<file path="src/rtl/lwpl_pkg.sv">
// Shared types and constants for the light window peak locator.
`timescale 1ns / 1ps
package lwpl_pkg;

	localparam int SLOT_COUNT = 4;
	localparam int CNT_W = $clog2(SLOT_COUNT + 1);
	localparam int LEVEL_W = 12;
	localparam int POS_W = 32;
	localparam int SEP_W = 31;
	localparam int CFG_DATA_W = 31;
	localparam int CFG_IDX_W = 1;

	typedef logic [LEVEL_W-1:0] level_t;
	typedef logic signed [POS_W-1:0] pos_t;
	typedef logic [SEP_W-1:0] sep_t;
	typedef logic [CNT_W-1:0] cnt_t;

	localparam logic [CFG_IDX_W-1:0] CFG_THRESHOLD = 1'd0;
	localparam logic [CFG_IDX_W-1:0] CFG_SEPARATION = 1'd1;

	localparam level_t THRESHOLD_RESET = 12'd2000;
	localparam sep_t SEPARATION_RESET = 31'd151039;
	localparam level_t LEVEL_MAX = 12'd4095;

endpackage

</file>
<file path="src/rtl/lwpl_if.sv">
// Sample and result channel interfaces of the light window peak locator.
`timescale 1ns / 1ps
interface lwpl_in_if import lwpl_pkg::*; ();
	logic valid;
	logic ready;
	pos_t position;
	level_t light_level;
	logic first_sample;
	logic last_sample;

	modport source (output valid, position, light_level, first_sample, last_sample,
		input ready);
	modport sink (input valid, position, light_level, first_sample, last_sample,
		output ready);
endinterface

interface lwpl_out_if import lwpl_pkg::*; ();
	logic valid;
	logic ready;
	pos_t slot0_position;
	pos_t slot1_position;
	pos_t slot2_position;
	pos_t slot3_position;
	logic [2:0] windows_found;
	logic success;

	modport source (output valid, slot0_position, slot1_position, slot2_position,
		slot3_position, windows_found, success, input ready);
	modport sink (input valid, slot0_position, slot1_position, slot2_position,
		slot3_position, windows_found, success, output ready);
endinterface

</file>
<file path="src/rtl/light_window_peak_locator.sv">
// Top level of the light window peak locator.
`timescale 1ns / 1ps
// The samples channel takes one scan sample per item: an encoder position, a
// light level, and first/last markers. A sample with first_sample set clears
// the stored windows before it is processed. Each sample is folded into the
// window tracker and the four slots in the cycle it is accepted, so the block
// takes one sample per cycle.
// A sample with last_sample set produces one result item on the results
// channel, valid in the cycle after the sample is accepted. The result sits
// in an output register; while it waits, a new sample is still accepted
// unless it is itself a last sample that would overwrite the waiting result.
// The rate is therefore one sample per cycle, limited only by the result
// register when last samples meet a stalled receiver.
// Configuration writes (threshold, minimum separation) take effect on the
// next sample. Reset restores the register defaults, clears all slots and
// the window state, and empties the result register.
module light_window_peak_locator import lwpl_pkg::*; (
	input logic clk,
	input logic arst_n,
	input logic cfg_we,
	input logic [CFG_IDX_W-1:0] cfg_index,
	input logic [CFG_DATA_W-1:0] cfg_data,
	lwpl_in_if.sink samples,
	lwpl_out_if.source results
);

	level_t threshold_q;
	sep_t separation_q;

	logic in_window_q;
	level_t win_min_q;
	pos_t win_pos_q;
	cnt_t count_q;
	pos_t slot_pos_q [SLOT_COUNT];
	pos_t last_pos_q;
	level_t last_str_q;

	logic in_window_d;
	level_t win_min_d;
	pos_t win_pos_d;
	cnt_t count_d;
	pos_t slot_pos_d [SLOT_COUNT];
	pos_t last_pos_d;
	level_t last_str_d;

	logic in_window_b;
	level_t win_min_b;
	pos_t win_pos_b;
	cnt_t count_b;
	pos_t slot_pos_b [SLOT_COUNT];
	pos_t last_pos_b;
	level_t last_str_b;

	logic signed [POS_W:0] diff;
	logic [POS_W:0] mag;
	logic near;
	logic accept;

	logic out_valid_q;
	pos_t out_pos_q [4];
	logic [2:0] out_found_q;
	logic out_success_q;

	assign accept = samples.valid && samples.ready;
	assign samples.ready = !out_valid_q || results.ready || !samples.last_sample;

	always_ff @(posedge clk or negedge arst_n) begin
		if (!arst_n) begin
			threshold_q <= THRESHOLD_RESET;
			separation_q <= SEPARATION_RESET;
		end else if (cfg_we) begin
			case (cfg_index)
				CFG_THRESHOLD: threshold_q <= cfg_data[LEVEL_W-1:0];
				CFG_SEPARATION: separation_q <= cfg_data[SEP_W-1:0];
				default: ;
			endcase
		end
	end

	always_comb begin
		if (samples.first_sample) begin
			in_window_b = 1'b0;
			win_min_b = LEVEL_MAX;
			win_pos_b = '0;
			count_b = '0;
			for (int i = 0; i < SLOT_COUNT; i++) slot_pos_b[i] = '0;
			last_pos_b = '0;
			last_str_b = LEVEL_MAX;
		end else begin
			in_window_b = in_window_q;
			win_min_b = win_min_q;
			win_pos_b = win_pos_q;
			count_b = count_q;
			for (int i = 0; i < SLOT_COUNT; i++) slot_pos_b[i] = slot_pos_q[i];
			last_pos_b = last_pos_q;
			last_str_b = last_str_q;
		end
	end

	assign diff = {win_pos_b[POS_W-1], win_pos_b} - {last_pos_b[POS_W-1], last_pos_b};
	assign mag = diff[POS_W] ? (POS_W+1)'(-diff) : (POS_W+1)'(diff);
	assign near = mag < {2'b00, separation_q};

	always_comb begin
		in_window_d = in_window_b;
		win_min_d = win_min_b;
		win_pos_d = win_pos_b;
		count_d = count_b;
		for (int i = 0; i < SLOT_COUNT; i++) slot_pos_d[i] = slot_pos_b[i];
		last_pos_d = last_pos_b;
		last_str_d = last_str_b;
		if (samples.light_level < threshold_q) begin
			if (!in_window_b || samples.light_level < win_min_b) begin
				in_window_d = 1'b1;
				win_min_d = samples.light_level;
				win_pos_d = samples.position;
			end
		end else if (in_window_b) begin
			in_window_d = 1'b0;
			if (count_b < CNT_W'(SLOT_COUNT)) begin
				if (count_b != '0 && near) begin
					if (win_min_b < last_str_b) begin
						for (int i = 0; i < SLOT_COUNT; i++) begin
							if (count_b == CNT_W'(i + 1)) slot_pos_d[i] = win_pos_b;
						end
						last_pos_d = win_pos_b;
						last_str_d = win_min_b;
					end
				end else begin
					for (int i = 0; i < SLOT_COUNT; i++) begin
						if (count_b == CNT_W'(i)) slot_pos_d[i] = win_pos_b;
					end
					last_pos_d = win_pos_b;
					last_str_d = win_min_b;
					count_d = count_b + CNT_W'(1);
				end
			end
		end
		if (samples.last_sample) begin
			in_window_d = 1'b0;
			win_min_d = LEVEL_MAX;
			win_pos_d = '0;
		end
	end

	always_ff @(posedge clk or negedge arst_n) begin
		if (!arst_n) begin
			in_window_q <= 1'b0;
			win_min_q <= LEVEL_MAX;
			win_pos_q <= '0;
			count_q <= '0;
			for (int i = 0; i < SLOT_COUNT; i++) slot_pos_q[i] <= '0;
			last_pos_q <= '0;
			last_str_q <= LEVEL_MAX;
		end else if (accept) begin
			in_window_q <= in_window_d;
			win_min_q <= win_min_d;
			win_pos_q <= win_pos_d;
			count_q <= count_d;
			for (int i = 0; i < SLOT_COUNT; i++) slot_pos_q[i] <= slot_pos_d[i];
			last_pos_q <= last_pos_d;
			last_str_q <= last_str_d;
		end
	end

	always_ff @(posedge clk or negedge arst_n) begin
		if (!arst_n) begin
			out_valid_q <= 1'b0;
		end else if (accept && samples.last_sample) begin
			out_valid_q <= 1'b1;
		end else if (results.ready) begin
			out_valid_q <= 1'b0;
		end
	end

	always_ff @(posedge clk) begin
		if (accept && samples.last_sample) begin
			for (int j = 0; j < 4; j++) begin
				out_pos_q[j] <= (j < SLOT_COUNT) ? slot_pos_d[j] : '0;
			end
			out_found_q <= (count_d > CNT_W'(7)) ? 3'd7 : 3'(count_d);
			out_success_q <= (count_d == CNT_W'(SLOT_COUNT));
		end
	end

	assign results.valid = out_valid_q;
	assign results.slot0_position = out_pos_q[0];
	assign results.slot1_position = out_pos_q[1];
	assign results.slot2_position = out_pos_q[2];
	assign results.slot3_position = out_pos_q[3];
	assign results.windows_found = out_found_q;
	assign results.success = out_success_q;

	a_count_bound: assert property (@(posedge clk) disable iff (!arst_n)
		count_q <= CNT_W'(SLOT_COUNT))
		else $error("slot count exceeds the number of slots");

	a_result_follows_last: assert property (@(posedge clk) disable iff (!arst_n)
		(accept && samples.last_sample) |=> results.valid)
		else $error("last sample did not produce a result item");

	a_success_matches_count: assert property (@(posedge clk) disable iff (!arst_n)
		results.valid |-> (results.success == (results.windows_found == 3'(SLOT_COUNT))))
		else $error("success flag disagrees with windows found");

	a_no_window_after_last: assert property (@(posedge clk) disable iff (!arst_n)
		(accept && samples.last_sample) |=> !in_window_q)
		else $error("window state survived the end of a scan");

endmodule
</file>
<file path="src/flat_wrapper.sv">
// flat-port wrapper written by rule: the top's interface ports become plain ports
module light_window_peak_locator_flat import lwpl_pkg::*;
  (clk, arst_n, cfg_we, cfg_index, cfg_data, samples_valid, samples_position, samples_light_level, samples_first_sample, samples_last_sample, samples_ready, results_valid, results_slot0_position, results_slot1_position, results_slot2_position, results_slot3_position, results_windows_found, results_success, results_ready);
  lwpl_in_if samples_i ();
  lwpl_out_if results_i ();
  input logic clk;
  input logic arst_n;
  input logic cfg_we;
  input logic [CFG_IDX_W-1:0] cfg_index;
  input logic [CFG_DATA_W-1:0] cfg_data;
  input wire logic [$bits(samples_i.valid)-1:0] samples_valid;
  input wire logic [$bits(samples_i.position)-1:0] samples_position;
  input wire logic [$bits(samples_i.light_level)-1:0] samples_light_level;
  input wire logic [$bits(samples_i.first_sample)-1:0] samples_first_sample;
  input wire logic [$bits(samples_i.last_sample)-1:0] samples_last_sample;
  output wire logic [$bits(samples_i.ready)-1:0] samples_ready;
  output wire logic [$bits(results_i.valid)-1:0] results_valid;
  output wire logic [$bits(results_i.slot0_position)-1:0] results_slot0_position;
  output wire logic [$bits(results_i.slot1_position)-1:0] results_slot1_position;
  output wire logic [$bits(results_i.slot2_position)-1:0] results_slot2_position;
  output wire logic [$bits(results_i.slot3_position)-1:0] results_slot3_position;
  output wire logic [$bits(results_i.windows_found)-1:0] results_windows_found;
  output wire logic [$bits(results_i.success)-1:0] results_success;
  input wire logic [$bits(results_i.ready)-1:0] results_ready;
  assign samples_i.valid = samples_valid;
  assign samples_i.position = samples_position;
  assign samples_i.light_level = samples_light_level;
  assign samples_i.first_sample = samples_first_sample;
  assign samples_i.last_sample = samples_last_sample;
  assign samples_ready = samples_i.ready;
  assign results_valid = results_i.valid;
  assign results_slot0_position = results_i.slot0_position;
  assign results_slot1_position = results_i.slot1_position;
  assign results_slot2_position = results_i.slot2_position;
  assign results_slot3_position = results_i.slot3_position;
  assign results_windows_found = results_i.windows_found;
  assign results_success = results_i.success;
  assign results_i.ready = results_ready;
  light_window_peak_locator u_core (.clk(clk), .arst_n(arst_n), .cfg_we(cfg_we), .cfg_index(cfg_index), .cfg_data(cfg_data), .samples(samples_i), .results(results_i));
endmodule
</file>
<file path="config.mk">
export PLATFORM = sky130hd
export DESIGN_NAME = light_window_peak_locator_flat
export DESIGN_NICKNAME = d
export VERILOG_FILES = /design/src/rtl/lwpl_pkg.sv /design/src/rtl/lwpl_if.sv /design/src/rtl/light_window_peak_locator.sv /design/src/flat_wrapper.sv
export SDC_FILE = /design/constraint.sdc
export NUM_CORES = 1
export LEC_CHECK = 0
export BUFFER_PORTS_ARGS = -buffer_cell sky130_fd_sc_hd__buf_2
export CAP_MARGIN = 25
export CORE_UTILIZATION = 50
export CTS_CLUSTER_SIZE = 25
export DETAILED_ROUTE_END_ITERATION = 12
export PLACE_DENSITY_LB_ADDON = 0.1
export SYNTH_ARGS = -nofsm -noshare
export SYNTH_HDL_FRONTEND = slang
export SYNTH_SLANG_ARGS = --single-unit
</file>
<file path="constraint.sdc">
create_clock -name clk -period 8.1 [get_ports clk]
set_input_delay 2.025 -clock clk [delete_from_list [all_inputs] [get_ports clk]]
set_output_delay 2.025 -clock clk [all_outputs]
set_load 0.1 [all_outputs]
</file>
# Word-level counts from Yosys, hierarchy flattened
# Memories as Yosys holds them, arrays and structs flattened.
# Cells that the tools add are included.
totals:
  elab_cells: 93
  n_memories: 1
  mem_bits_rw: 128
  reg_bits: 268
memory_table:
  columns: ["name", "depth", "word_bits", "read_ports", "rd_ports_with_merged_regs", "write_ports", "line_no", "source"]
  rows:
  - ["u_core.out_pos_q", 4, 32, 4, 0, 4, "light_window_peak_locator.sv:60", "pos_t out_pos_q [4];"]
op_classes:
  bitwise: 1
  muxes: 48
  n_addsub: 3
  eq_ne: 5
  reduce_logical: 14
  magnitude_cmp: 6
ops:
  columns: ["op", "n"]
  rows:
  - ["2-to-1 mux 128 bit", 6]
  - ["2-to-1 mux 32 bit", 18]
  - ["2-to-1 mux 12 bit", 10]
  - ["< comparator 12 bit", 3]
  - ["< comparator 33 x 31 -> 1 bit", 1]
  - ["2-to-1 mux 33 bit", 1]
  - ["negation 33 bit", 1]
  - ["subtractor 32 x 32 -> 33 bit", 1]
  - ["2-to-1 mux 3 bit", 5]
  - ["2-to-1 mux 1 bit", 8]
  - ["== test 3 x 2 -> 1 bit (second input constant)", 2]
  - ["== test 3 bit (second input constant)", 2]
  - ["AND reduction 2 bit", 2]
  - ["adder 3 x 1 -> 3 bit (second input constant)", 1]
  - ["== test 3 x 1 -> 1 bit (second input constant)", 1]
  - ["> comparator 3 bit (second input constant)", 1]
  - ["logical AND 1 bit", 3]
  - ["zero test 1 bit", 3]
  - ["zero test 3 bit", 1]
  - ["logical OR 1 bit", 3]
  - ["< comparator 3 bit (second input constant)", 1]
  - ["nonzero test 3 bit", 1]
  - ["nonzero test 2 bit", 1]
  - ["NOT 1 bit", 1]

# Depth between registers and ports, before layout
# Gate-level depths: netlist of run 1.
depth:
  depth_word: 11
  depth_mapped: 32
  mapped_depth_nobuf: 27

# Worst setup path after synthesis of run 1
# Ideal clock, no wire load.
synth_path:
  path_kind: "input to register"
  start: "in samples_first_sample"
  end: "mem u_core.out_pos_q[2][23] (netlist bit) (data pin)"
  slack_ns: -0.575
  n_path_buf: 6
  stages: 30
  setup_time_ns: 0.266
  t_arrival_ns: 8.409
  cell_sequence: "buf_1 > clkbuf_1 > clkbuf_1 > buf_1 > nor2_1 > ha_1 > fa_1 > nand2b_1 > a21oi_2 > o21ai_0 > a31o_2 > a21oi_1 > o22ai_1 > clkbuf_1 > o21ai_0 > xnor2_1 > ha_1 > a21o_1 > a21o_1 > a221oi_1 > a21oi_1 > a211oi_1 > o21ai_0 > a41o_1 > a21o_1 > or4b_4 > nand2_2 > buf_4 > mux2i_1 > nor2_1"
synth_rtl:
  columns: ["element", "line_no", "source"]
  rows:
  - ["from (decl)", "flat_wrapper.sv:14", "input wire logic [$bits(samples_i.first_sample)-1:0] samples_first_sample;"]
  - ["to (decl)", "light_window_peak_locator.sv:60", null]

==> impl_metrics.xml, run 1 <==
<?xml version="1.0" encoding="UTF-8"?>
<metrics>
  <group name="logic_synthesis">
    <metric name="compound_cell_area_share_of_the_yosys_netlist" unit="">0.217</metric>
    <metric name="synth-async-reset-ratio" unit="">0.667</metric>
    <metric name="dominantRegCellSynth" unit="">sky130_fd_sc_hd__dfrtp_1</metric>
    <metric name="synth_cells" unit="">2085</metric>
    <metric name="synth_xor_xnor_area_share" unit="">0.0180</metric>
    <metric name="post_synth_and_or_nand_nor_area_fraction" unit="">0.119</metric>
    <metric name="ys_seq_elements" unit="">396</metric>
    <metric name="arithmetic_cell_share_of_the_synthesized_area_counting_full_adders_half_adders_and_majority_gates" unit="">0.0601</metric>
    <metric name="yosysWarningCount" unit="">0</metric>
    <metric name="synth-edff-count" unit="">132</metric>
    <metric name="synth_nets" unit="">2270</metric>
    <metric name="avg_inst_size_synth" unit="sq um">10.2</metric>
    <metric name="yosys.cell_types.count" unit="">90</metric>
    <metric name="post_synth_mux_area_share" unit="">0.0363</metric>
    <metric name="synth.yosys.seq_area_share" unit="">0.497</metric>
    <metric name="synth_top_family_by_area" unit="">compound AO/OA/AOI/OAI gates</metric>
    <metric name="post_synth_instance_area" unit="sq mm">0.0214</metric>
  </group>
  <group name="placement">
    <metric name="dpl_cell_area" unit="sq mm">0.0242</metric>
    <metric name="dp_hpwl" unit="mm">44.0</metric>
    <metric name="worst_setup_slack_post_dpl" unit="ns">-0.250</metric>
    <metric name="place.gp.congestion" unit="">0.924</metric>
    <metric name="numPortBuffers" unit="">216</metric>
    <metric name="dp.cells" unit="">2883</metric>
  </group>
  <group name="pwr">
    <metric name="leakagePower" unit="nW">11.6</metric>
    <metric name="report.power.total" unit="W">0.00651</metric>
    <metric name="pwr_density_cell" unit="mW/mm^2">254</metric>
    <metric name="vdd_drop_max" unit="mV">0.164</metric>
  </group>
  <group name="clock_network">
    <metric name="clkSlewWorstSetupHoldPaths" unit="ns">0.06</metric>
    <metric name="tritoncts_clock_tree" unit="">done</metric>
    <metric name="ctsRootBufferMaster" unit="">sky130_fd_sc_hd__clkbuf_16</metric>
    <metric name="clock_latency" unit="ns">0.57</metric>
    <metric name="post_cts_buffers" unit="">0</metric>
    <metric name="cts.sinks" unit="">396</metric>
    <metric name="cts_htree_levels" unit="">2</metric>
    <metric name="cts_max_path_buffers" unit="">3</metric>
    <metric name="cts-buffers-inserted" unit="">43</metric>
  </group>
  <group name="die">
    <metric name="fp-row-count" unit="">75</metric>
    <metric name="design.portCount" unit="">217</metric>
    <metric name="core_area" unit="sq mm">0.0420</metric>
    <metric name="die_span_in_y" unit="um">209</metric>
    <metric name="die_x" unit="um">209</metric>
    <metric name="design.die.area" unit="sq mm">0.0436</metric>
    <metric name="starting_density" unit="">0.508</metric>
  </group>
  <group name="worst_setup_path">
    <metric name="critPathRequiredTime" unit="ns">8.40</metric>
    <metric name="setup_crit_end_kind" unit="">flop</metric>
    <metric name="crit_top_cell" unit="">sky130_fd_sc_hd__buf_4</metric>
    <metric name="crit-reg2reg-capture" unit="">u_core.out_pos_q[2][22]</metric>
    <metric name="crit_slowest_cell" unit="">sky130_fd_sc_hd__or4b_4</metric>
    <metric name="cp.arrival" unit="ns">8.02</metric>
    <metric name="critical_register_to_register_path_startpoint" unit="">u_core.win_pos_q[1]</metric>
    <metric name="setup.worst_path.class" unit="">input port to flop</metric>
    <metric name="worst_setup_path_start_kind" unit="">input port</metric>
    <metric name="reg2reg_path_depth" unit="">26</metric>
    <metric name="setup.reg_to_reg.worst_slack" unit="ns">1.44</metric>
    <metric name="max_stage_delay" unit="ns">0.56</metric>
    <metric name="worstPathMaxFanout" unit="">17</metric>
  </group>
  <group name="sta">
    <metric name="setup_viol_count_final" unit="">0</metric>
    <metric name="final_worst_path_period_share" unit="">0.953</metric>
    <metric name="finalHoldViolations" unit="">0</metric>
    <metric name="slew_violations" unit="">0</metric>
    <metric name="worst_slew_margin_rel" unit="">0.413</metric>
    <metric name="min_period" unit="ns">7.72</metric>
    <metric name="final_worst_path_setup_slack" unit="ns">0.383</metric>
    <metric name="grt_setup_unrepaired" unit="">false</metric>
    <metric name="clock_skew" unit="ns">0.0269</metric>
    <metric name="worst_slew_pin_tran" unit="ns">0.880</metric>
    <metric name="maxClockFrequency" unit="MHz">130</metric>
  </group>
  <group name="routing">
    <metric name="detail_route.iter0.violations" unit="">1271</metric>
    <metric name="detailed_route_drc_error_count" unit="">0</metric>
    <metric name="detail_route.wirelength" unit="mm">62.1</metric>
    <metric name="drt_pre_antenna_iters" unit="">6</metric>
    <metric name="viasPerCell" unit="">5.92</metric>
    <metric name="postRouteAntennaNets" unit="">0</metric>
    <metric name="wl_per_cell" unit="um">20.9</metric>
    <metric name="detailroute.via_count" unit="">17600</metric>
  </group>
  <group name="final_layout">
    <metric name="final_cell_area" unit="sq mm">0.0257</metric>
    <metric name="area.growth.synth_to_final" unit="%">20.2</metric>
    <metric name="most_frequent_cells_in_the_layout" unit="">221 x sky130_fd_sc_hd__nand2_1, 221 x sky130_fd_sc_hd__dfrtp_1, 214 x sky130_fd_sc_hd__buf_2</metric>
    <metric name="layout_utilization" unit="">0.611</metric>
    <metric name="antenna-diode-count" unit="">0</metric>
    <metric name="finish.net_count" unit="">2576</metric>
    <metric name="drive_gt1_frac" unit="">0.250</metric>
    <metric name="filler_cell_count" unit="">3577</metric>
    <metric name="final_cell_count_no_fill" unit="">2964</metric>
  </group>
  <group name="worst_hold_path">
    <metric name="hold_path.startpoint" unit="">u_core.slot_pos_q[5]</metric>
    <metric name="timing.hold.worst_path_depth" unit="">1</metric>
    <metric name="worst_min_path_class" unit="">flop to flop</metric>
    <metric name="hold-path-endpoint" unit="">u_core.slot_pos_q[5]</metric>
  </group>
  <group name="global_route">
    <metric name="antenna_violations_before_repair" unit="">1</metric>
    <metric name="track_usage" unit="">0.282</metric>
    <metric name="wire_length_of_the_first_global_routing_pass" unit="mm">96.5</metric>
    <metric name="grt_remaining_overflow" unit="">0</metric>
    <metric name="vias_in_the_first_global_route" unit="">17000</metric>
    <metric name="grt_max_degree" unit="">125</metric>
  </group>
  <group name="run_status">
    <metric name="status" unit="">finished, final reports clean</metric>
  </group>
  <group name="run">
    <metric name="timing.max_cap.violations" unit="">0</metric>
  </group>
</metrics>
==> kinds of logic (layout without fill, tap and decap cells) <==
group / after synthesis / in the layout
AOI/OAI and AO/OA: 655 / 655
xor gates and xnor gates: 44 / 44
DFF: 396 / 396
and+or+nand+nor: 551 / 551
adders and majority gates: 102 / 102
muxes: 73 / 73
buffers and inverters: 264 / 604
==> stage by stage <==
step / hold slack, ns / setup TNS [ns]
after CTS: 0.479 / 0
after detailed placement: 0.466 / -17.64
after global routing: 0.486 / 0
final: 0.477 / 0
after floorplan: 0.450 / 0
after global placement: 0.458 / -17.26
==> registers in the layout, summed over array words and instances (netlist names) <==
register                      cells
u_core.results.windows_found      3
u_core.slot_pos_q               128
u_core.separation_q              31
u_core.win_min_q                 12
u_core.count_q                    3
u_core.results.valid              1
u_core.threshold_q               12
u_core.results.success            1
u_core.in_window_q                1
u_core.last_str_q                12
u_core.win_pos_q                 32
u_core.out_pos_q                128
u_core.last_pos_q                32
==> how the worst max path moves through the flow <==
stage	cells past startpoint	from	endpoint	slack, ns
2_1_floorplan	30	samples_first_sample	u_core.out_pos_q[2][23]	0.02
3_3_place_gp	29	samples_first_sample	u_core.out_pos_q[2][8]	-0.24
3_5_place_dp	30	samples_first_sample	u_core.out_pos_q[2][7]	-0.25
4_1_cts	30	samples_first_sample	u_core.out_pos_q[2][22]	0.31
5_1_grt	28	samples_first_sample	u_core.out_pos_q[2][14]	0.01
6_report	27	samples_first_sample	u_core.out_pos_q[2][22]	0.38
==> cell usage after synthesis, types with 7 or more instances <==
cell type,instances,area [sq um]
sky130_fd_sc_hd__a211oi_1,7,52.6
sky130_fd_sc_hd__a21o_1,57,428
sky130_fd_sc_hd__a21oi_1,175,876
sky130_fd_sc_hd__a22o_1,120,1050
sky130_fd_sc_hd__a311oi_1,12,105
sky130_fd_sc_hd__a31oi_1,9,56.3
sky130_fd_sc_hd__a32o_1,45,450
sky130_fd_sc_hd__and2_1,11,68.8
sky130_fd_sc_hd__and3_1,9,56.3
sky130_fd_sc_hd__buf_1,23,86.3
sky130_fd_sc_hd__buf_2,28,140
sky130_fd_sc_hd__buf_6,9,101
sky130_fd_sc_hd__clkbuf_1,95,357
sky130_fd_sc_hd__dfrtp_1,221,5530
sky130_fd_sc_hd__dfstp_2,43,1130
sky130_fd_sc_hd__edfxtp_1,132,3960
sky130_fd_sc_hd__ha_1,101,1260
sky130_fd_sc_hd__inv_1,105,394
sky130_fd_sc_hd__mux2_2,35,394
sky130_fd_sc_hd__mux2i_1,38,380
sky130_fd_sc_hd__nand2_1,222,833
sky130_fd_sc_hd__nand2b_1,7,43.8
sky130_fd_sc_hd__nand3_1,49,245
sky130_fd_sc_hd__nand4_1,15,93.8
sky130_fd_sc_hd__nor2_1,130,488
sky130_fd_sc_hd__nor2b_1,16,100
sky130_fd_sc_hd__nor3_1,44,220
sky130_fd_sc_hd__nor4_1,7,43.8
sky130_fd_sc_hd__o211ai_1,13,97.6
sky130_fd_sc_hd__o21a_1,15,113
sky130_fd_sc_hd__o21ai_0,96,480
sky130_fd_sc_hd__o22a_1,12,105
sky130_fd_sc_hd__o22ai_1,17,106
sky130_fd_sc_hd__o31ai_1,10,75.1
sky130_fd_sc_hd__or3_1,9,56.3
sky130_fd_sc_hd__xnor2_1,32,280
sky130_fd_sc_hd__xor2_1,12,105
==> metal layers <==
| metal | track usage | share of wire | up-vias |
|---|---|---|---|
| met5 | 0 | 0.00014 | - |
| li1 | - | - | 8243 |
| met3 | 0.0412 | 0.063 | 86 |
| met4 | 0.0783 | 0.022 | 2 |
| met2 | 0.455 | 0.47 | 620 |
| met1 | 0.396 | 0.44 | 8607 |
==> repair_timing <==
item,in CTS,in global routing
endpoints found under the setup margin,0,57
hold buffers,0,0
endpoints found under the hold margin,0,0
gates resized for setup,0,6
==> power breakdown <==
part           switching (W)  internal (W)  total [W]
combinational        0.00134      0.000924    0.00226
sequential          0.000124       0.00220    0.00233
clock               0.000807       0.00111    0.00192
==> worst max-delay path, delay by kind of cell <==
kind | cells | cell delay [ns]
buffers and inverters | 5 | 0.81
AOI/OAI and AO/OA | 7 | 1.55
muxes | 1 | 0.23
xor gates and xnor gates | 1 | 0.16
and+or+nand+nor | 11 | 2.50
adders and majority gates | 2 | 0.69
==> layout make-up <==
cell class	instances	area (sq um)	share of cell area
Clock buffer	65	1260	0.0491
Clock inverter	14	114	0.00444
Inverter	105	394	0.0154
Multi-Input combinational cell	1425	9730	0.379
Sequential cell	396	10600	0.414
Tap cell	539	674	0.0263
Timing Repair Buffer	420	2880	0.112
Note: power is estimated with default switching activity, not from simulation.
==> run 2: changes to the inputs <==
--- a/config.mk
+++ b/config.mk
@@ -5,7 +5,7 @@
 export SDC_FILE = /design/constraint.sdc
 export NUM_CORES = 1
 export LEC_CHECK = 0
-export BUFFER_PORTS_ARGS = -buffer_cell sky130_fd_sc_hd__buf_2
+export BUFFER_PORTS_ARGS = -buffer_cell sky130_fd_sc_hd__buf_4
 export CAP_MARGIN = 25
 export CORE_UTILIZATION = 50
 export CTS_CLUSTER_SIZE = 25
@@ -14,3 +14,4 @@
 export SYNTH_ARGS = -nofsm -noshare
 export SYNTH_HDL_FRONTEND = slang
 export SYNTH_SLANG_ARGS = --single-unit
+export TNS_END_PERCENT = 10
==> impl_metrics.xml, run 2 (synthesis gave the netlist of run 1 again) <==
<?xml version="1.0" encoding="UTF-8"?>
<metrics>
  <group name="run_status">
    <metric name="status" unit="">finished, final reports clean</metric>
  </group>
  <group name="clock_network">
    <metric name="clock_latency" unit="ns">0.60</metric>
    <metric name="cts_max_path_buffers" unit="">3</metric>
    <metric name="tritoncts_clock_tree" unit="">done</metric>
    <metric name="cts-resized-gates" unit="">0</metric>
    <metric name="clkSlewWorstSetupHoldPaths" unit="ns">0.06</metric>
    <metric name="cts_htree_levels" unit="">2</metric>
    <metric name="cts-buffers-inserted" unit="">44</metric>
    <metric name="cts.sinks" unit="">396</metric>
    <metric name="postCtsHoldBufs" unit="">0</metric>
    <metric name="post_cts_buffers" unit="">0</metric>
    <metric name="ctsRootBufferMaster" unit="">sky130_fd_sc_hd__clkbuf_16</metric>
  </group>
  <group name="routing">
    <metric name="detailroute.via_count" unit="">17700</metric>
    <metric name="detailed_route_drc_error_count" unit="">0</metric>
    <metric name="wl_per_cell" unit="um">21.1</metric>
    <metric name="detail_route.iter0.violations" unit="">1406</metric>
    <metric name="viasPerCell" unit="">5.97</metric>
    <metric name="detail_route.wirelength" unit="mm">62.4</metric>
    <metric name="drt_pre_antenna_iters" unit="">5</metric>
    <metric name="postRouteAntennaNets" unit="">0</metric>
  </group>
  <group name="final_layout">
    <metric name="antenna-diode-count" unit="">0</metric>
    <metric name="final_cell_count_no_fill" unit="">2964</metric>
    <metric name="mostFrequentLayoutCell" unit="">sky130_fd_sc_hd__buf_4</metric>
    <metric name="largestRegisters" unit="">u_core.out_pos_q: 128 flops, u_core.slot_pos_q: 128 flops</metric>
    <metric name="area.growth.synth_to_final" unit="%">22.7</metric>
    <metric name="layout_utilization" unit="">0.623</metric>
    <metric name="drive_gt1_frac" unit="">0.251</metric>
    <metric name="most_frequent_cells_in_the_layout" unit="">398 x sky130_fd_sc_hd__buf_4, 221 x sky130_fd_sc_hd__nand2_1, 221 x sky130_fd_sc_hd__dfrtp_1</metric>
    <metric name="finish.net_count" unit="">2574</metric>
    <metric name="final_cell_area" unit="sq mm">0.0262</metric>
    <metric name="filler_cell_count" unit="">3551</metric>
  </group>
  <group name="placement">
    <metric name="dpl_cell_area" unit="sq mm">0.0247</metric>
    <metric name="place.gp.congestion" unit="">0.917</metric>
    <metric name="dp.cells" unit="">2881</metric>
    <metric name="numPortBuffers" unit="">216</metric>
    <metric name="dp_hpwl" unit="mm">44.4</metric>
  </group>
  <group name="worst_hold_path">
    <metric name="worst_min_path_class" unit="">flop to flop</metric>
    <metric name="hold-path-endpoint" unit="">u_core.slot_pos_q[22]</metric>
    <metric name="hold_path.startpoint" unit="">u_core.slot_pos_q[22]</metric>
    <metric name="timing.hold.worst_path_depth" unit="">1</metric>
  </group>
  <group name="sta">
    <metric name="final_worst_path_period_share" unit="">0.943</metric>
    <metric name="min_period" unit="ns">7.64</metric>
    <metric name="clock_skew" unit="ns">0.0372</metric>
    <metric name="setup_viol_count_final" unit="">0</metric>
    <metric name="worst_slew_margin_rel" unit="">0.261</metric>
    <metric name="worst_slew_pin_tran" unit="ns">1.11</metric>
    <metric name="finalHoldViolations" unit="">0</metric>
    <metric name="slew_violations" unit="">0</metric>
    <metric name="timing.setup.tns" unit="ns">0</metric>
    <metric name="grt_setup_unrepaired" unit="">false</metric>
    <metric name="maxClockFrequency" unit="MHz">131</metric>
  </group>
  <group name="global_route">
    <metric name="grtUsageMet3" unit="">0.0413</metric>
    <metric name="grt_max_degree" unit="">139</metric>
    <metric name="grt_remaining_overflow" unit="">0</metric>
    <metric name="grtUsageMet2" unit="">0.470</metric>
    <metric name="wire_length_of_the_first_global_routing_pass" unit="mm">99.3</metric>
    <metric name="vias_in_the_first_global_route" unit="">17600</metric>
    <metric name="highest_utilization_routing_layer_at_the_global_route_stage" unit="">met2</metric>
    <metric name="grt_use_met1" unit="">0.406</metric>
    <metric name="antenna_violations_before_repair" unit="">1</metric>
    <metric name="track_usage" unit="">0.289</metric>
  </group>
  <group name="run">
    <metric name="timing.max_cap.violations" unit="">0</metric>
  </group>
  <group name="pwr">
    <metric name="pwr_density_cell" unit="mW/mm^2">253</metric>
    <metric name="report.power.total" unit="W">0.00663</metric>
    <metric name="leakagePower" unit="nW">11.7</metric>
    <metric name="vdd_drop_max" unit="mV">0.182</metric>
  </group>
  <group name="worst_setup_path">
    <metric name="worstPathMaxFanout" unit="">33</metric>
    <metric name="critical_register_to_register_path_startpoint" unit="">u_core.win_pos_q[5]</metric>
    <metric name="critPathRequiredTime" unit="ns">8.45</metric>
    <metric name="setup_crit_end_kind" unit="">flop</metric>
    <metric name="worst_setup_path_start_kind" unit="">input port</metric>
    <metric name="cp.arrival" unit="ns">7.99</metric>
    <metric name="setup.worst_path.class" unit="">input port to flop</metric>
    <metric name="crit-reg2reg-capture" unit="">u_core.out_pos_q[2][14]</metric>
    <metric name="reg2reg_path_depth" unit="">24</metric>
    <metric name="setup.reg_to_reg.worst_slack" unit="ns">1.51</metric>
  </group>
  <group name="die">
    <metric name="starting_density" unit="">0.508</metric>
    <metric name="fp-row-count" unit="">75</metric>
    <metric name="die_span_in_y" unit="um">209</metric>
    <metric name="design.portCount" unit="">217</metric>
    <metric name="design.die.area" unit="sq mm">0.0436</metric>
    <metric name="core_area" unit="sq mm">0.0420</metric>
    <metric name="die_x" unit="um">209</metric>
  </group>
</metrics>
## run 2: power breakdown
| group | switching [W] | total, W | internal (W) |
|---|---|---|---|
| Sequential | 0.000138 | 0.00234 | 0.00220 |
| Combinational | 0.00134 | 0.00229 | 0.000950 |
| Clock | 0.000863 | 0.00200 | 0.00114 |
| Total | 0.00234 | 0.00663 | 0.00429 |
## run 2: metal layers
layer,share of wire,vias to the layer above
li1,-,8262
met1,0.45,8735
met2,0.47,589
met3,0.058,94
met4,0.022,2
met5,0.00018,-
## run 2: how the worst max path moves through the flow
stage / startpoint / to
global placement: samples_first_sample / u_core.out_pos_q[2][15]
finish: samples_first_sample / u_core.out_pos_q[2][14]
floorplan: samples_first_sample / u_core.out_pos_q[2][23]
global route: samples_first_sample / u_core.out_pos_q[2][14]
CTS: samples_first_sample / u_core.out_pos_q[2][3]
detailed placement: samples_first_sample / u_core.out_pos_q[2][15]
## run 2: final cells by class
cell class	count	area (sq um)	share of cell area
Clock buffer	58	1210	0.0464
Timing Repair Buffer	417	3350	0.128
Sequential cell	396	10600	0.405
Inverter	105	394	0.0150
Tap cell	539	674	0.0257
Multi-Input combinational cell	1425	9720	0.371
Clock inverter	24	236	0.00902
## run 2: through the flow
stage               worst slack (ns)  hold slack (ns)
floorplan                     0.0171            0.450
global placement              -0.162            0.458
detailed placement            -0.256            0.466
CTS                            0.340            0.478
global route                  0.0408            0.495
finish                         0.460            0.478
## run 2: worst max-delay path, stage by stage
cell and delay, ns:
sky130_fd_sc_hd__buf_4 0.12, sky130_fd_sc_hd__buf_4 0.25, sky130_fd_sc_hd__buf_4 0.20, sky130_fd_sc_hd__nor2_1 0.06, sky130_fd_sc_hd__ha_1 0.35, sky130_fd_sc_hd__nand2_1 0.09
sky130_fd_sc_hd__o21ai_0 0.45, sky130_fd_sc_hd__o211ai_1 0.20, sky130_fd_sc_hd__a31o_2 0.25, sky130_fd_sc_hd__a21oi_1 0.19, sky130_fd_sc_hd__o22ai_1 0.15, sky130_fd_sc_hd__buf_4 0.20
sky130_fd_sc_hd__o21ai_0 0.29, sky130_fd_sc_hd__ha_1 0.29, sky130_fd_sc_hd__a21boi_0 0.14, sky130_fd_sc_hd__o21a_1 0.19, sky130_fd_sc_hd__o21a_1 0.17, sky130_fd_sc_hd__o211ai_1 0.16
sky130_fd_sc_hd__a21oi_1 0.09, sky130_fd_sc_hd__a211oi_1 0.22, sky130_fd_sc_hd__o21ai_0 0.12, sky130_fd_sc_hd__a41o_1 0.29, sky130_fd_sc_hd__a21o_1 0.23, sky130_fd_sc_hd__or4b_4 0.55
sky130_fd_sc_hd__nand2_2 0.10, sky130_fd_sc_hd__buf_12 0.26, sky130_fd_sc_hd__mux2i_1 0.27, sky130_fd_sc_hd__nor2_1 0.06
==> run 3: changes to the inputs <==
--- a/config.mk
+++ b/config.mk
@@ -5,8 +5,10 @@
 export SDC_FILE = /design/constraint.sdc
 export NUM_CORES = 1
 export LEC_CHECK = 0
+export ABC_AREA = 1
 export BUFFER_PORTS_ARGS = -buffer_cell sky130_fd_sc_hd__buf_4
 export CAP_MARGIN = 25
+export CORE_MARGIN = 1
 export CORE_UTILIZATION = 50
 export CTS_CLUSTER_SIZE = 25
 export DETAILED_ROUTE_END_ITERATION = 12
==> impl_metrics.xml, run 3 <==
<?xml version="1.0" encoding="UTF-8"?>
<metrics>
  <group name="routing">
    <metric name="postRouteAntennaNets" unit="">0</metric>
    <metric name="detail_route.wirelength" unit="mm">98.0</metric>
    <metric name="detail_route.iter0.violations" unit="">2690</metric>
    <metric name="detailed_route_drc_error_count" unit="">0</metric>
    <metric name="wl_per_cell" unit="um">18.5</metric>
    <metric name="drt_pre_antenna_iters" unit="">7</metric>
    <metric name="viasPerCell" unit="">5.51</metric>
    <metric name="detailroute.via_count" unit="">29300</metric>
  </group>
  <group name="pwr">
    <metric name="leakagePower" unit="nW">16.7</metric>
    <metric name="vdd_drop_max" unit="mV">0.212</metric>
    <metric name="pwr_density_cell" unit="mW/mm^2">235</metric>
    <metric name="report.power.total" unit="W">0.00782</metric>
  </group>
  <group name="clock_network">
    <metric name="clkSlewWorstSetupHoldPaths" unit="ns">0.06</metric>
    <metric name="cts_max_path_buffers" unit="">3</metric>
    <metric name="cts.sinks" unit="">396</metric>
    <metric name="cts-buffers-inserted" unit="">47</metric>
    <metric name="cts_htree_levels" unit="">2</metric>
    <metric name="tritoncts_clock_tree" unit="">done</metric>
    <metric name="ctsRootBufferMaster" unit="">sky130_fd_sc_hd__clkbuf_16</metric>
    <metric name="postCtsHoldBufs" unit="">0</metric>
    <metric name="cts-resized-gates" unit="">0</metric>
    <metric name="clock_latency" unit="ns">0.63</metric>
    <metric name="post_cts_buffers" unit="">0</metric>
  </group>
  <group name="worst_setup_path">
    <metric name="crit_top_cell" unit="">sky130_fd_sc_hd__nand2_1</metric>
    <metric name="worstPathMaxFanout" unit="">40</metric>
    <metric name="worst_path_buffer_plus_inverter_count" unit="">3</metric>
    <metric name="worst_setup_path_start_kind" unit="">input port</metric>
    <metric name="critPathRequiredTime" unit="ns">8.47</metric>
    <metric name="max_stage_delay" unit="ns">0.64</metric>
    <metric name="worst_path_dominant_cell_family" unit="">simple AND/OR/NAND/NOR gates</metric>
    <metric name="setup_crit_end_kind" unit="">flop</metric>
    <metric name="cp.arrival" unit="ns">7.57</metric>
    <metric name="crit_slowest_cell" unit="">sky130_fd_sc_hd__nor2_1</metric>
    <metric name="setup.worst_path.class" unit="">input port to flop</metric>
  </group>
  <group name="logic_synthesis">
    <metric name="yosys.cell_types.count" unit="">48</metric>
    <metric name="yosysMostFrequentCell" unit="">sky130_fd_sc_hd__nand2_1</metric>
    <metric name="yosysWarningCount" unit="">0</metric>
    <metric name="synth_top_cells_by_area" unit="">sky130_fd_sc_hd__nand2_1 22%, sky130_fd_sc_hd__dfrtp_1 19%, sky130_fd_sc_hd__edfxtp_1 14%</metric>
    <metric name="synth.top_cells.by_count" unit="">1709 x sky130_fd_sc_hd__nand2_1, 406 x sky130_fd_sc_hd__inv_1, 380 x sky130_fd_sc_hd__o21ai_0, 271 x sky130_fd_sc_hd__nor2_1, 247 x sky130_fd_sc_hd__nand3_1</metric>
    <metric name="synth.yosys.seq_area_share" unit="">0.364</metric>
    <metric name="synth_nets" unit="">4585</metric>
    <metric name="dominantRegCellSynth" unit="">sky130_fd_sc_hd__dfrtp_1</metric>
    <metric name="ys_seq_elements" unit="">396</metric>
    <metric name="synth-edff-count" unit="">132</metric>
    <metric name="synth_cells" unit="">4400</metric>
    <metric name="synth-async-reset-ratio" unit="">0.667</metric>
    <metric name="post_synth_instance_area" unit="sq mm">0.0292</metric>
    <metric name="yosysTopAreaCellShare" unit="">0.220</metric>
    <metric name="avg_inst_size_synth" unit="sq um">6.63</metric>
    <metric name="synthDominantAreaCellType" unit="">sky130_fd_sc_hd__nand2_1</metric>
  </group>
  <group name="final_layout">
    <metric name="mostFrequentLayoutCell" unit="">sky130_fd_sc_hd__nand2_1</metric>
    <metric name="multi_input_comb_area" unit="sq mm">0.0159</metric>
    <metric name="ff_latch_area" unit="sq mm">0.0106</metric>
    <metric name="filler_cell_count" unit="">5762</metric>
    <metric name="most_frequent_cells_in_the_layout" unit="">1707 x sky130_fd_sc_hd__nand2_1, 405 x sky130_fd_sc_hd__inv_1, 380 x sky130_fd_sc_hd__o21ai_0</metric>
    <metric name="finish.net_count" unit="">4691</metric>
    <metric name="area.growth.synth_to_final" unit="%">13.8</metric>
    <metric name="layout_utilization" unit="">0.575</metric>
    <metric name="largestRegisters" unit="">u_core.out_pos_q: 128 flops, u_core.slot_pos_q: 128 flops</metric>
    <metric name="drive_gt1_frac" unit="">0.122</metric>
  </group>
  <group name="global_route">
    <metric name="vias_in_the_first_global_route" unit="">26200</metric>
    <metric name="grt_remaining_overflow" unit="">0</metric>
    <metric name="wire_length_of_the_first_global_routing_pass" unit="mm">151</metric>
    <metric name="track_usage" unit="">0.326</metric>
    <metric name="antenna_violations_before_repair" unit="">1</metric>
    <metric name="grt_max_degree" unit="">107</metric>
  </group>
  <group name="placement">
    <metric name="dp_hpwl" unit="mm">65.9</metric>
    <metric name="place.gp.congestion" unit="">0.954</metric>
    <metric name="numPortBuffers" unit="">216</metric>
  </group>
  <group name="sta">
    <metric name="worst_slew_pin_tran" unit="ns">1.07</metric>
    <metric name="clock_skew" unit="ns">0.0316</metric>
    <metric name="final_worst_path_period_share" unit="">0.889</metric>
    <metric name="hold-worst-slack" unit="ns">0.475</metric>
    <metric name="slew_violations" unit="">0</metric>
    <metric name="min_period" unit="ns">7.20</metric>
    <metric name="maxClockFrequency" unit="MHz">139</metric>
    <metric name="finalHoldViolations" unit="">0</metric>
    <metric name="worst_slew_margin_rel" unit="">0.284</metric>
    <metric name="setup_viol_count_final" unit="">0</metric>
    <metric name="grt_setup_unrepaired" unit="">false</metric>
    <metric name="timing.setup.tns" unit="ns">0</metric>
  </group>
  <group name="run">
    <metric name="timing.max_cap.violations" unit="">0</metric>
  </group>
  <group name="die">
    <metric name="design.die.area" unit="sq mm">0.0593</metric>
    <metric name="starting_density" unit="">0.506</metric>
    <metric name="die_span_in_y" unit="um">244</metric>
    <metric name="fp-row-count" unit="">88</metric>
    <metric name="core_area" unit="sq mm">0.0577</metric>
    <metric name="design.portCount" unit="">217</metric>
    <metric name="die_x" unit="um">244</metric>
  </group>
  <group name="run_status">
    <metric name="status" unit="">finished, final reports clean</metric>
  </group>
  <group name="worst_hold_path">
    <metric name="worst_min_path_class" unit="">flop to flop</metric>
  </group>
</metrics>
## run 3: cell types whose count changed after synthesis, moves of 44 or more
cell / delta
sky130_fd_sc_hd__nand2_1: +1487
sky130_fd_sc_hd__inv_1: +301
sky130_fd_sc_hd__o21ai_0: +284
sky130_fd_sc_hd__nand3_1: +198
sky130_fd_sc_hd__nor2_1: +141
sky130_fd_sc_hd__a22o_1: -120
sky130_fd_sc_hd__clkbuf_1: +99
sky130_fd_sc_hd__o21ai_1: +65
sky130_fd_sc_hd__a21o_1: -55
sky130_fd_sc_hd__a32o_1: -45
sky130_fd_sc_hd__nand3b_1: +44
## run 3: worst min-delay path, cell delays in order, from the launching register on
cell and delay (ns):
sky130_fd_sc_hd__dfstp_2 0.37, sky130_fd_sc_hd__nand2_1 0.06, sky130_fd_sc_hd__nand2_1 0.05
## run 3: power by group
part	internal, W	total, W	switching, W	leakage, nW
clock	0.00139	0.00233	0.000940	0.818
combinational	0.000919	0.00313	0.00221	11.2
sequential	0.00226	0.00235	0.0000930	4.67
total	0.00457	0.00782	0.00325	16.7
## run 3: path summary, 6_finish.rpt
| kind | end | from | cells past startpoint | slack [ns] |
|---|---|---|---|---|
| setup / recovery | u_core.out_pos_q[3][7] | samples_first_sample | 36 | 0.90 |
| hold / removal | u_core.last_str_q[6] | u_core.last_str_q[6] | 2 | 0.48 |
| setup reg to reg | u_core.out_pos_q[3][7] | u_core.win_pos_q[2] | 36 | 2.24 |
| hold reg to reg | u_core.last_str_q[6] | u_core.last_str_q[6] | 2 | 0.48 |
| max in group asynchronous | u_core.slot_pos_q[22] | arst_n | 2 | 5.28 |
| min in group asynchronous | u_core.slot_pos_q[123] | arst_n | 1 | 1.42 |
## run 3: stage by stage
step	std cells	worst slack (ns)	instance area, sq um
after floorplan	4400	0.673	29200
after global placement	5221	0.548	31500
after detailed placement	5221	0.472	31500
after CTS	5309	1.10	33200
after global routing	5310	0.382	33200
final	5311	0.902	33200
## run 3: per-layer routing
layer  GRT usage  share of wire  up-vias
li1            -              -    14400
met1       0.427           0.41    13600
met2       0.531           0.47     1086
met3      0.0419          0.071      223
met4       0.160          0.052        0
met5           0              0        -
## run 3: kinds of logic after synthesis
kind of cell | share of synthesized area
AOI/OAI and AO/OA | 0.145
xor gates and xnor gates | 0.00987
adders and majority gates | 0.0440
buffers and inverters | 0.0947
DFF | 0.364
muxes | 0.0117
and+or+nand+nor | 0.330
## run 3: final cells by class
class / count / share of cell area
multi-input combinational: 3318 / 0.478
sequential: 396 / 0.320
timing repair buffer: 314 / 0.0742
inverter: 429 / 0.0489
clock buffer: 60 / 0.0387
tap: 765 / 0.0288
clock inverter: 28 / 0.0117
antenna: 1 / 0.0000754
